$ cat src/sv/kuf_pkg.sv
// Shared widths and constants for the union-find spanning tree engine.
// No dependencies; compile first.
package kuf_pkg;

    localparam int NODES_DEF = 16;
    localparam int WEIGHT_W  = 16;
    localparam int NODE_IN_W = 4;
    localparam int COST_W    = 20;

    localparam logic [COST_W-1:0] COST_MAX = {COST_W{1'b1}};

endpackage

$ cat src/sv/kuf_if.sv
// Valid/ready channel interfaces for edge items and result items.
// Depends on kuf_pkg.
interface kuf_edge_if;
    import kuf_pkg::*;

    logic                 valid;
    logic                 ready;
    logic [WEIGHT_W-1:0]  edge_weight;
    logic [NODE_IN_W-1:0] node_u;
    logic [NODE_IN_W-1:0] node_v;
    logic                 last_edge;

    modport source (output valid, edge_weight, node_u, node_v, last_edge, input ready);
    modport sink   (input valid, edge_weight, node_u, node_v, last_edge, output ready);
endinterface

interface kuf_result_if;
    import kuf_pkg::*;

    logic              valid;
    logic              ready;
    logic              merged;
    logic [COST_W-1:0] total_cost;
    logic              graph_done;

    modport source (output valid, merged, total_cost, graph_done, input ready);
    modport sink   (input valid, merged, total_cost, graph_done, output ready);
endinterface

$ cat src/sv/kuf_forest_mem.sv
// Parent and set-size memories of the disjoint-set forest.
// One write and one registered read port each; depends on kuf_pkg for the default size.
module kuf_forest_mem #(
    parameter int NODES  = kuf_pkg::NODES_DEF,
    parameter int NODE_W = $clog2(NODES),
    parameter int SIZE_W = $clog2(NODES + 1)
) (
    input  logic              clk,
    input  logic              p_we,
    input  logic [NODE_W-1:0] p_waddr,
    input  logic [NODE_W-1:0] p_wdata,
    input  logic [NODE_W-1:0] p_raddr,
    output logic [NODE_W-1:0] p_rdata,
    input  logic              s_we,
    input  logic [NODE_W-1:0] s_waddr,
    input  logic [SIZE_W-1:0] s_wdata,
    input  logic [NODE_W-1:0] s_raddr,
    output logic [SIZE_W-1:0] s_rdata
);

    logic [NODE_W-1:0] parent_mem [NODES];
    logic [SIZE_W-1:0] size_mem   [NODES];

    always_ff @(posedge clk)
    begin
        if (p_we)
        begin
            parent_mem[p_waddr] <= p_wdata;
        end
        p_rdata <= parent_mem[p_raddr];
    end

    always_ff @(posedge clk)
    begin
        if (s_we)
        begin
            size_mem[s_waddr] <= s_wdata;
        end
        s_rdata <= size_mem[s_raddr];
    end

endmodule

$ cat src/sv/kuf_cost_acc.sv
// Running tree cost with saturating add.
// Depends on kuf_pkg.
module kuf_cost_acc (
    input  logic                          clk,
    input  logic                          rst_n,
    input  logic                          clear,
    input  logic                          add_en,
    input  logic [kuf_pkg::WEIGHT_W-1:0]  weight,
    output logic [kuf_pkg::COST_W-1:0]    cost
);
    import kuf_pkg::*;

    logic [COST_W-1:0] cost_reg;
    logic [COST_W-1:0] cost_next;
    logic [COST_W:0]   sum;

    assign sum = {1'b0, cost_reg} + (COST_W + 1)'(weight);

    always_comb
    begin
        cost_next = cost_reg;
        if (clear)
        begin
            cost_next = '0;
        end
        else if (add_en)
        begin
            cost_next = sum[COST_W] ? COST_MAX : sum[COST_W-1:0];
        end
    end

    always_ff @(posedge clk or negedge rst_n)
    begin
        if (!rst_n)
        begin
            cost_reg <= '0;
        end
        else
        begin
            cost_reg <= cost_next;
        end
    end

    assign cost = cost_reg;

endmodule

$ cat src/sv/kruskal_union_find_engine.sv
// Kruskal union-find engine: one edge item in, one result item out.
// An accepted edge walks each endpoint to its root and compresses the path; differing
// roots are then merged by set size. An ignored edge skips the finds and goes to the result.
// One edge at a time; ready returns the cycle after the result is taken.
// After reset and after each last edge, a clearing pass over all nodes rebuilds the forest.
module kruskal_union_find_engine #(
    parameter int NODES = kuf_pkg::NODES_DEF
) (
    input  logic          clk,
    input  logic          rst_n,
    kuf_edge_if.sink      edge_in,
    kuf_result_if.source  result_out
);
    import kuf_pkg::*;

    localparam int NODE_W = $clog2(NODES);
    localparam int SIZE_W = $clog2(NODES + 1);

    typedef enum logic [8:0] {
        S_CLEAR  = 9'b000000001,
        S_IDLE   = 9'b000000010,
        S_FIND_U = 9'b000000100,
        S_COMP_U = 9'b000001000,
        S_FIND_V = 9'b000010000,
        S_COMP_V = 9'b000100000,
        S_SIZE_A = 9'b001000000,
        S_SIZE_B = 9'b010000000,
        S_OUT    = 9'b100000000
    } state_t;

    state_t              state_reg, state_next;
    logic [NODE_W-1:0]   idx_reg, idx_next;

    logic [WEIGHT_W-1:0] weight_reg, weight_next;
    logic [NODE_W-1:0]   u_reg, u_next;
    logic [NODE_W-1:0]   v_reg, v_next;
    logic                last_reg, last_next;
    logic [NODE_W-1:0]   walk_reg, walk_next;
    logic [NODE_W-1:0]   root_a_reg, root_a_next;
    logic [NODE_W-1:0]   root_b_reg, root_b_next;
    logic [SIZE_W-1:0]   size_a_reg, size_a_next;
    logic                merged_reg, merged_next;

    logic                p_we, s_we;
    logic [NODE_W-1:0]   p_waddr, p_wdata, p_raddr, p_rdata;
    logic [NODE_W-1:0]   s_waddr, s_raddr;
    logic [SIZE_W-1:0]   s_wdata, s_rdata;

    logic                cost_clear, cost_add;
    logic [COST_W-1:0]   cost;

    logic                edge_ok;
    logic                swap;
    logic [NODE_W-1:0]   big_root, small_root;

    kuf_forest_mem #(
        .NODES  (NODES),
        .NODE_W (NODE_W),
        .SIZE_W (SIZE_W)
    ) u_forest (
        .clk     (clk),
        .p_we    (p_we),
        .p_waddr (p_waddr),
        .p_wdata (p_wdata),
        .p_raddr (p_raddr),
        .p_rdata (p_rdata),
        .s_we    (s_we),
        .s_waddr (s_waddr),
        .s_wdata (s_wdata),
        .s_raddr (s_raddr),
        .s_rdata (s_rdata)
    );

    kuf_cost_acc u_cost (
        .clk    (clk),
        .rst_n  (rst_n),
        .clear  (cost_clear),
        .add_en (cost_add),
        .weight (weight_reg),
        .cost   (cost)
    );

    assign edge_ok = (edge_in.edge_weight != '0)
                  && (32'(edge_in.node_u) < 32'(NODES))
                  && (32'(edge_in.node_v) < 32'(NODES));

    assign swap       = size_a_reg < s_rdata;
    assign big_root   = swap ? root_b_reg : root_a_reg;
    assign small_root = swap ? root_a_reg : root_b_reg;

    always_comb
    begin
        state_next  = state_reg;
        idx_next    = idx_reg;
        weight_next = weight_reg;
        u_next      = u_reg;
        v_next      = v_reg;
        last_next   = last_reg;
        walk_next   = walk_reg;
        root_a_next = root_a_reg;
        root_b_next = root_b_reg;
        size_a_next = size_a_reg;
        merged_next = merged_reg;
        p_we        = 1'b0;
        p_waddr     = walk_reg;
        p_wdata     = root_a_reg;
        p_raddr     = walk_reg;
        s_we        = 1'b0;
        s_waddr     = idx_reg;
        s_wdata     = SIZE_W'(1);
        s_raddr     = root_a_reg;
        cost_clear  = 1'b0;
        cost_add    = 1'b0;

        unique case (state_reg)
            S_CLEAR:
            begin
                p_we    = 1'b1;
                p_waddr = idx_reg;
                p_wdata = idx_reg;
                s_we    = 1'b1;
                idx_next = idx_reg + 1'b1;
                if (idx_reg == NODE_W'(NODES - 1))
                begin
                    state_next = S_IDLE;
                end
            end
            S_IDLE:
            begin
                if (edge_in.valid)
                begin
                    weight_next = edge_in.edge_weight;
                    u_next      = NODE_W'(edge_in.node_u);
                    v_next      = NODE_W'(edge_in.node_v);
                    last_next   = edge_in.last_edge;
                    walk_next   = NODE_W'(edge_in.node_u);
                    p_raddr     = NODE_W'(edge_in.node_u);
                    merged_next = 1'b0;
                    state_next  = edge_ok ? S_FIND_U : S_OUT;
                end
            end
            S_FIND_U:
            begin
                if (p_rdata == walk_reg)
                begin
                    root_a_next = walk_reg;
                    walk_next   = u_reg;
                    p_raddr     = u_reg;
                    state_next  = S_COMP_U;
                end
                else
                begin
                    walk_next = p_rdata;
                    p_raddr   = p_rdata;
                end
            end
            S_COMP_U:
            begin
                if (walk_reg == root_a_reg)
                begin
                    walk_next  = v_reg;
                    p_raddr    = v_reg;
                    state_next = S_FIND_V;
                end
                else
                begin
                    p_we      = 1'b1;
                    p_wdata   = root_a_reg;
                    walk_next = p_rdata;
                    p_raddr   = p_rdata;
                end
            end
            S_FIND_V:
            begin
                if (p_rdata == walk_reg)
                begin
                    root_b_next = walk_reg;
                    walk_next   = v_reg;
                    p_raddr     = v_reg;
                    state_next  = S_COMP_V;
                end
                else
                begin
                    walk_next = p_rdata;
                    p_raddr   = p_rdata;
                end
            end
            S_COMP_V:
            begin
                if (walk_reg == root_b_reg)
                begin
                    s_raddr    = root_a_reg;
                    state_next = (root_a_reg == root_b_reg) ? S_OUT : S_SIZE_A;
                end
                else
                begin
                    p_we      = 1'b1;
                    p_wdata   = root_b_reg;
                    walk_next = p_rdata;
                    p_raddr   = p_rdata;
                end
            end
            S_SIZE_A:
            begin
                size_a_next = s_rdata;
                s_raddr     = root_b_reg;
                state_next  = S_SIZE_B;
            end
            S_SIZE_B:
            begin
                // equal sizes keep the root of node_u on top
                p_we        = 1'b1;
                p_waddr     = small_root;
                p_wdata     = big_root;
                s_we        = 1'b1;
                s_waddr     = big_root;
                s_wdata     = size_a_reg + s_rdata;
                cost_add    = 1'b1;
                merged_next = 1'b1;
                state_next  = S_OUT;
            end
            S_OUT:
            begin
                if (result_out.ready)
                begin
                    if (last_reg)
                    begin
                        cost_clear = 1'b1;
                        idx_next   = '0;
                        state_next = S_CLEAR;
                    end
                    else
                    begin
                        state_next = S_IDLE;
                    end
                end
            end
            default:
            begin
                state_next = S_CLEAR;
                idx_next   = '0;
            end
        endcase
    end

    always_ff @(posedge clk or negedge rst_n)
    begin
        if (!rst_n)
        begin
            state_reg <= S_CLEAR;
            idx_reg   <= '0;
        end
        else
        begin
            state_reg <= state_next;
            idx_reg   <= idx_next;
        end
    end

    always_ff @(posedge clk)
    begin
        weight_reg <= weight_next;
        u_reg      <= u_next;
        v_reg      <= v_next;
        last_reg   <= last_next;
        walk_reg   <= walk_next;
        root_a_reg <= root_a_next;
        root_b_reg <= root_b_next;
        size_a_reg <= size_a_next;
        merged_reg <= merged_next;
    end

    assign edge_in.ready         = (state_reg == S_IDLE);
    assign result_out.valid      = (state_reg == S_OUT);
    assign result_out.merged     = merged_reg;
    assign result_out.total_cost = cost;
    assign result_out.graph_done = last_reg;

    a_one_side_busy: assert property (@(posedge clk) disable iff (!rst_n)
        result_out.valid |-> !edge_in.ready)
        else $error("input ready while a result is pending");

    a_merge_has_cost: assert property (@(posedge clk) disable iff (!rst_n)
        result_out.valid && result_out.merged |-> result_out.total_cost != '0)
        else $error("merged edge left the cost at zero");

    a_clear_after_last: assert property (@(posedge clk) disable iff (!rst_n)
        result_out.valid && result_out.ready && result_out.graph_done
        |=> !edge_in.ready && result_out.total_cost == '0)
        else $error("state not reinitialized after last edge");

endmodule

$ cat src/flat_wrapper.sv
// flat-port wrapper written by rule: the top's interface ports become plain ports
module kruskal_union_find_engine_flat import kuf_pkg::*;
#(
    parameter int NODES = kuf_pkg::NODES_DEF
)
  (clk, rst_n, edge_in_valid, edge_in_edge_weight, edge_in_node_u, edge_in_node_v, edge_in_last_edge, edge_in_ready, result_out_valid, result_out_merged, result_out_total_cost, result_out_graph_done, result_out_ready);
  kuf_edge_if edge_in_i ();
  kuf_result_if result_out_i ();
  input  logic clk;
  input  logic rst_n;
  input wire logic [$bits(edge_in_i.valid)-1:0] edge_in_valid;
  input wire logic [$bits(edge_in_i.edge_weight)-1:0] edge_in_edge_weight;
  input wire logic [$bits(edge_in_i.node_u)-1:0] edge_in_node_u;
  input wire logic [$bits(edge_in_i.node_v)-1:0] edge_in_node_v;
  input wire logic [$bits(edge_in_i.last_edge)-1:0] edge_in_last_edge;
  output wire logic [$bits(edge_in_i.ready)-1:0] edge_in_ready;
  output wire logic [$bits(result_out_i.valid)-1:0] result_out_valid;
  output wire logic [$bits(result_out_i.merged)-1:0] result_out_merged;
  output wire logic [$bits(result_out_i.total_cost)-1:0] result_out_total_cost;
  output wire logic [$bits(result_out_i.graph_done)-1:0] result_out_graph_done;
  input wire logic [$bits(result_out_i.ready)-1:0] result_out_ready;
  assign edge_in_i.valid = edge_in_valid;
  assign edge_in_i.edge_weight = edge_in_edge_weight;
  assign edge_in_i.node_u = edge_in_node_u;
  assign edge_in_i.node_v = edge_in_node_v;
  assign edge_in_i.last_edge = edge_in_last_edge;
  assign edge_in_ready = edge_in_i.ready;
  assign result_out_valid = result_out_i.valid;
  assign result_out_merged = result_out_i.merged;
  assign result_out_total_cost = result_out_i.total_cost;
  assign result_out_graph_done = result_out_i.graph_done;
  assign result_out_i.ready = result_out_ready;
  kruskal_union_find_engine #(.NODES(NODES)) u_core (.clk(clk), .rst_n(rst_n), .edge_in(edge_in_i), .result_out(result_out_i));
endmodule
$ cat config.mk
export PLATFORM = sky130hd
export DESIGN_NAME = kruskal_union_find_engine_flat
export DESIGN_NICKNAME = d
export VERILOG_FILES = /design/src/sv/kuf_pkg.sv /design/src/sv/kuf_if.sv /design/src/sv/kuf_forest_mem.sv /design/src/sv/kuf_cost_acc.sv /design/src/sv/kruskal_union_find_engine.sv /design/src/flat_wrapper.sv
export SDC_FILE = /design/constraint.sdc
export NUM_CORES = 1
export LEC_CHECK = 0
export ABC_AREA = 1
export BUFFER_PORTS_ARGS = -buffer_cell sky130_fd_sc_hd__buf_2
export CAP_MARGIN = 25
export CELL_PAD_IN_SITES_DETAIL_PLACEMENT = 1
export CELL_PAD_IN_SITES_GLOBAL_PLACEMENT = 1
export CORE_ASPECT_RATIO = 1.1
export CORE_MARGIN = 2
export CORE_UTILIZATION = 48
export CTS_CLUSTER_SIZE = 25
export DETAILED_ROUTE_END_ITERATION = 6
export GPL_ROUTABILITY_DRIVEN = 0
export GPL_TIMING_DRIVEN = 0
export PLACE_DENSITY_LB_ADDON = 0.1
export SLEW_MARGIN = 20
export SYNTH_ARGS = -nofsm -noshare
export SYNTH_HDL_FRONTEND = slang
export SYNTH_HIERARCHICAL = 1
export SYNTH_SLANG_ARGS = --single-unit
$ cat constraint.sdc
create_clock -name clk -period 3.05 [get_ports clk]
set_input_delay 0.4575 -clock clk [delete_from_list [all_inputs] [get_ports clk]]
set_output_delay 0.4575 -clock clk [all_outputs]
set_load 0.01 [all_outputs]
-- Word level (Yosys, flattened, before mapping)
Memory sizes are Yosys's and may differ from the RTL's. A register that Yosys moved wholly into a read port is not among the register bits.
Index checks and enable logic that the tools add are counted.
- memories kept: 2
- bits in latches: 0
- RAM bits: 144
- bits of input ports: 29
- word-level logic and storage cells: 97
- bits in registers: 76
- bits in read-only memories: 0
- order comparisons: 1
- divide/modulo/power cells: 0
- reduce and logical (&&, ||, !) cells: 11
- equal/unequal tests: 22
- shift-type cells: 0
- $add $sub $neg: 3
- $mul: 0
- mux-type cells: 45
- bitwise operators: 1
- memories (name ; words ; bits a word ; read ports ; clocked after Yosys merged registers in ; wr ports ; RTL line ; RTL):
    u_core.u_forest.size_mem ; 16 ; 5 ; 1 ; 1 ; 1 ; kuf_forest_mem.sv:22 ; logic [SIZE_W-1:0] size_mem [NODES];
    u_core.u_forest.parent_mem ; 16 ; 4 ; 1 ; 1 ; 1 ; kuf_forest_mem.sv:21 ; logic [NODE_W-1:0] parent_mem [NODES];
- operator list (kind ; number):
    2-to-1 mux 9 bit ; 9
    case mux 9 bit (9 select lines) ; 1
    2-to-1 mux 20 bit ; 3
    2-to-1 mux 4 bit ; 12
    case mux 4 bit (3 select lines) ; 2
    adder 20 x 16 -> 21 bit ; 1
    case mux 4 bit (5 select lines) ; 1
    equality test 4 bit ; 4
    nonzero test 16 bit ; 1
    != test 2 x 1 -> 1 bit, second input constant ; 7
    2-to-1 mux 1 bit ; 12
    equality test 9 x 1 -> 1 bit, second input constant ; 1
    equality test 9 x 2 -> 1 bit, second input constant ; 1
    equality test 9 x 3 -> 1 bit, second input constant ; 1
    equality test 9 x 4 -> 1 bit, second input constant ; 1
    equality test 9 x 5 -> 1 bit, second input constant ; 1
    equality test 9 x 6 -> 1 bit, second input constant ; 1
    equality test 9 x 7 -> 1 bit, second input constant ; 1
    equality test 9 x 8 -> 1 bit, second input constant ; 1
    equality test 9 bit, second input constant ; 1
    case mux 4 bit (2 select lines) ; 1
    AND reduction 2 bit ; 4
    AND reduction 7 bit ; 1
    OR reduction 7 bit ; 1
    other kinds (13) ; 14

-- Depth between registers and ports, before layout
- depth after elaboration: 5
- depth in mapped cells: 20
- gate-level depth less buffers: 17

-- By module
Netlist, hierarchy kept.
- by module, submodules not included (module ; area an instance (um^2) ; cells each ; times used):
    kuf_forest_mem ; 6628.9 ; 648 ; 1
    kruskal_union_find_engine ; 3564.7 ; 459 ; 1
    kuf_cost_acc ; 2063.2 ; 327 ; 1

-- Worst setup path before layout
No wires, ideal clock.
- path kind: register to register
- start: register u_core.state_reg[5]
- end: register u_core.u_forest.p_rdata[1], read port of u_core.u_forest.parent_mem
- buffers on the path: 2
- setup slack: 0.380 ns
- cell stages (with the launch flop): 19
- clock period less this slack: 2.670 ns
- arrival: 2.556 ns
- cells stage by stage: dfrtp_1 > nor2_2 > nand3_2 > inv_2 > nand2_2 > nor2_2 > nand2_1 > nand2_1 > nor2_1 > nand3_1 > buf_6 > inv_4 > buf_6 > nand2_1 > nand2_1 > nand2_1 > nand3_1 > nand3_1 > nand2_1
- word-level cells in the longest chain between the ends: 2
- elaborated cells between the ends (all ways): 6
- classes of those cells: eq/ne: 5; mux: 1
- RTL lines (item ; RTL line ; RTL):
    from (decl) ; kruskal_union_find_engine.sv:31 ; state_t state_reg, state_next;
    from (signal assigned) ; kruskal_union_find_engine.sv:255 ; state_reg <= state_next;
    equality test 9 x 6 -> 1 bit (tied with other cells) ; kruskal_union_find_engine.sv:115 ; unique case (state_reg)
    case mux 4 bit (5 select lines) * ; kruskal_union_find_engine.sv:115 ;
    named net u_core.p_raddr[0] ; kruskal_union_find_engine.sv:45 ; logic [NODE_W-1:0] p_waddr, p_wdata, p_raddr, p_rdata;
    to (decl) ; kuf_forest_mem.sv:13 ; output logic [NODE_W-1:0] p_rdata,
The timed path passes the listed nets; every way through them passes the cells marked *.
A chain may end at the register's enable or synchronous reset.

-- Final worst setup path
- start: register u_core.size_a_reg[3]
- end: memory u_core/u_forest/size_mem[0][2] (netlist bit), enable pin
- word-level cells in the longest chain between the ends: 3
- RTL lines (item ; RTL line ; RTL):
    from (decl) ; kruskal_union_find_engine.sv:41 ; logic [SIZE_W-1:0] size_a_reg, size_a_next;
    from (signal assigned) ; kruskal_union_find_engine.sv:269 ; size_a_reg <= size_a_next;
    less-than comparator 5 bit ; kruskal_union_find_engine.sv:87 ; assign swap = size_a_reg < s_rdata;
    2-to-1 mux 4 bit ; kruskal_union_find_engine.sv:88 ; assign big_root = swap ? root_b_reg : root_a_reg;
    2-to-1 mux 4 bit ; kruskal_union_find_engine.sv:115 ;
    named net u_core.s_waddr[3] ; kruskal_union_find_engine.sv:46 ; logic [NODE_W-1:0] s_waddr, s_raddr;
    to (decl) ; kuf_forest_mem.sv:22 ;
The timed path passes the listed nets, and every way through them passes these cells.

==> out/results.txt <==
Setup violators final = 0
Synth Register Bits = 229
First-pass GRT wire length = 53.3 mm
Dpl cells = 1,804
Vias per cell = 5.27
FF-to-FF path depth = 11
Arrival time at the worst endpoint = 3.07 ns
Iter 0 DRT Violations = 479
Io pins = 53
Pre-antenna DRT Iters = 4
CP required = 3.25 ns
Flip-flop count of the largest register after layout = 80
Avg Synthesized Cell Area = 8.55 um2
Design area = 14,000 um2
Synth unique cells = 44
Min-Delay Path Class = input port to async pin
Num rows = 61
Syn Nets = 1,491
Placement-stage cell area = 13,000 um2
Register area share after synthesis = 53.7%
Die X = 156 um
Outcome = finished clean
DRC viols = 0
Die area = 26,800 um2
Max Cap Violations = 0
Slew margin rel. = 35.4%
Worst-Margin Slew = 0.959 ns
CTS Buffer Depth = 3
Vias in the first global route = 10,200
Initial core utilization = 48.7%
Core area = 25,200 um2
CP Capture Type = flop
Wire per inst = 18.2 um
Worst skew pair latency = 0.54 ns
Fill cell count = 3,026
Share of cells above drive strength 1 = 15.3%
GR Overflow Total = 0
Slew Limit Fails = 0
Post-Place Setup Slack = 0.0185 ns
Area delta synth->final = 14.2%
Setup CP Type = flop to flop
Synth warn = 6
R2R Path Start = u_core/size_a_reg[3]
N_diodes = 0
Leak Pwr = 6.72 nW
Fmax = 0.349 GHz
Final #Nets = 1,578
Final core utilization = 55.6%
Final worst path period share = 93.9%
Largest net degree at the start of global routing = 34
Synth Cell Area = 12,300 um2
Tot Pwr = 10.3 mW
CTS root buf = clkbuf_16
RSZ-0062 raised after global routing = true
Vias = 9,784
Hold Vio Cnt, Final = 0
Setup WS post-layout = 0.186 ns
GR Util All Layers = 25.6%
Clock period minus final worst setup slack = 2.86 ns
Hold slack = 0.0195 ns
Layout Cells excl Fill = 1,855
Initial antenna violation count = 0
Antenna-violating nets left = 0
Synthesized netlist cell count = 1,434
Setup Skew = 0.0103 ns
Port buffer count = 52
HPWL Detailed = 24.6 mm
Clock net sink count = 229
VDD IR max = 0.638 mV
Flop2flop setup slack = 0.19 ns
Reg clk slew, reported paths = 0.06 ns
Crit-path max FO = 10
Power Density = 735 nW/um2
Routed WL = 33.8 mm
Worst Setup Start Kind = flop
CTS tree = yes
Crit. Startpoint = u_core/size_a_reg[3]
Die height = 172 um
Cts hold-fix bufs = 0
Setup tns final = 0 ns
H-tree depth = 1
Num CTS Buffers = 25
[cell usage in the layout (no fill, tap or decap), drive strengths merged, types with 2 or more instances in the layout]
| cell type | netlist | final |
|---|---|---|
| o211ai | 8 | 8 |
| clkinv | 1 | 10 |
| dfrtp | 32 | 32 |
| nand3b | 5 | 5 |
| nand2 | 506 | 506 |
| nor3 | 13 | 13 |
| nor2 | 124 | 124 |
| clkbuf | 4 | 34 |
| nand3 | 182 | 182 |
| edfxtp | 183 | 183 |
| xnor2 | 6 | 6 |
| inv | 222 | 223 |
| bufinv | 0 | 5 |
| a21oi | 20 | 20 |
| fa | 2 | 2 |
| dfxtp | 13 | 13 |
| ha | 26 | 26 |
| nand4 | 10 | 10 |
| buf | 36 | 96 |
| xor2 | 8 | 8 |
| o21ai | 25 | 25 |
| o21bai | 2 | 2 |
[worst max-delay path, cell delays in order (launching register included)]
cell and delay (ns):
edfxtp_1 0.42, ha_1 0.35, nand2_1 0.11, nor2_1 0.12, nand3_1 0.09, nand3_2 0.13
buf_4 0.19, o21ai_0 0.09, nand2_1 0.09, nand2_1 0.12, nand3b_1 0.38, nor2_2 0.42
[Yosys cell counts, drive strengths merged]
| master | n | area share [%] |
|---|---|---|
| nand2 | 506 | 16 |
| inv | 222 | 6.9 |
| edfxtp | 183 | 45 |
| nand3 | 182 | 8.0 |
| nor2 | 124 | 4.4 |
| buf | 36 | 2.4 |
| dfrtp | 32 | 6.5 |
| ha | 26 | 2.7 |
| o21ai | 25 | 1.1 |
| a21oi | 20 | 0.94 |
| dfxtp | 13 | 2.1 |
| nor3 | 13 | 0.61 |
| nand4 | 10 | 0.56 |
| o211ai | 8 | 0.49 |
| xor2 | 8 | 0.57 |
| xnor2 | 6 | 0.43 |
| nand3b | 5 | 0.31 |
| clkbuf | 4 | 0.20 |
| fa | 2 | 0.33 |
| o21bai | 2 | 0.12 |
| and2 | 1 | 0.051 |
| and3 | 1 | 0.051 |
| clkinv | 1 | 0.031 |
| dfstp | 1 | 0.21 |
| dlygate4sd1 | 1 | 0.071 |
| nor3b | 1 | 0.061 |
| o21a | 1 | 0.061 |
[logic make-up (layout without fill, tap and decap cells)]
kind of cell / count (synthesis) / count (layout) / synth area share [%]
buffers and inverters: 264 / 370 / 9.59
xor gates and xnor gates: 14 / 14 / 1.00
AOI/OAI and AO/OA: 56 / 56 / 2.66
DFF: 229 / 229 / 53.7
adders and majority gates: 28 / 28 / 2.98
and+or+nand+nor: 843 / 843 / 30.1
[cell type report]
cell class	count	area [um2]	area share, %
plain buffers	41	330	2.36
clock buffers	30	644	4.60
clock inverters	16	223	1.59
inverters	223	847	6.05
multi-input cells	941	4630	33.1
flip-flops and latches	229	6580	47.0
well taps	315	394	2.82
repair buffers	60	344	2.46
[power by group]
part / switching, mW / leakage, nW / internal [mW] / total [mW]
logic: 2.21 / 4.24 / 0.922 / 3.13
registers: 0.179 / 2.06 / 3.77 / 3.95
clock network: 1.26 / 0.423 / 1.94 / 3.20
[timing repair]
action	4_1_cts	5_1_grt
endpoints found under the setup margin	15	208
pin swaps	0	5
gates resized for setup	5	35
buffers inserted	0	5
[per-layer routing]
metal / up-vias / GRT usage [%] / wire length [um]
li1: 4759 / - / -
met1: 4815 / 31.7 / 14500
met2: 151 / 46.8 / 17400
met3: 59 / 3.10 / 1030
met4: 0 / 7.38 / 837
met5: - / 0 / 0
[final timing paths]
kind,to
max,u_core/u_forest/size_mem[0][2]
min,u_core/state_reg[2]
max reg2reg,u_core/u_forest/size_mem[0][2]
min reg2reg,u_core/size_a_reg[4]
max in group asynchronous,u_core/u_cost/cost[12]
min in group clk,u_core/v_reg[0]
(Power assumes the default switching activity.)
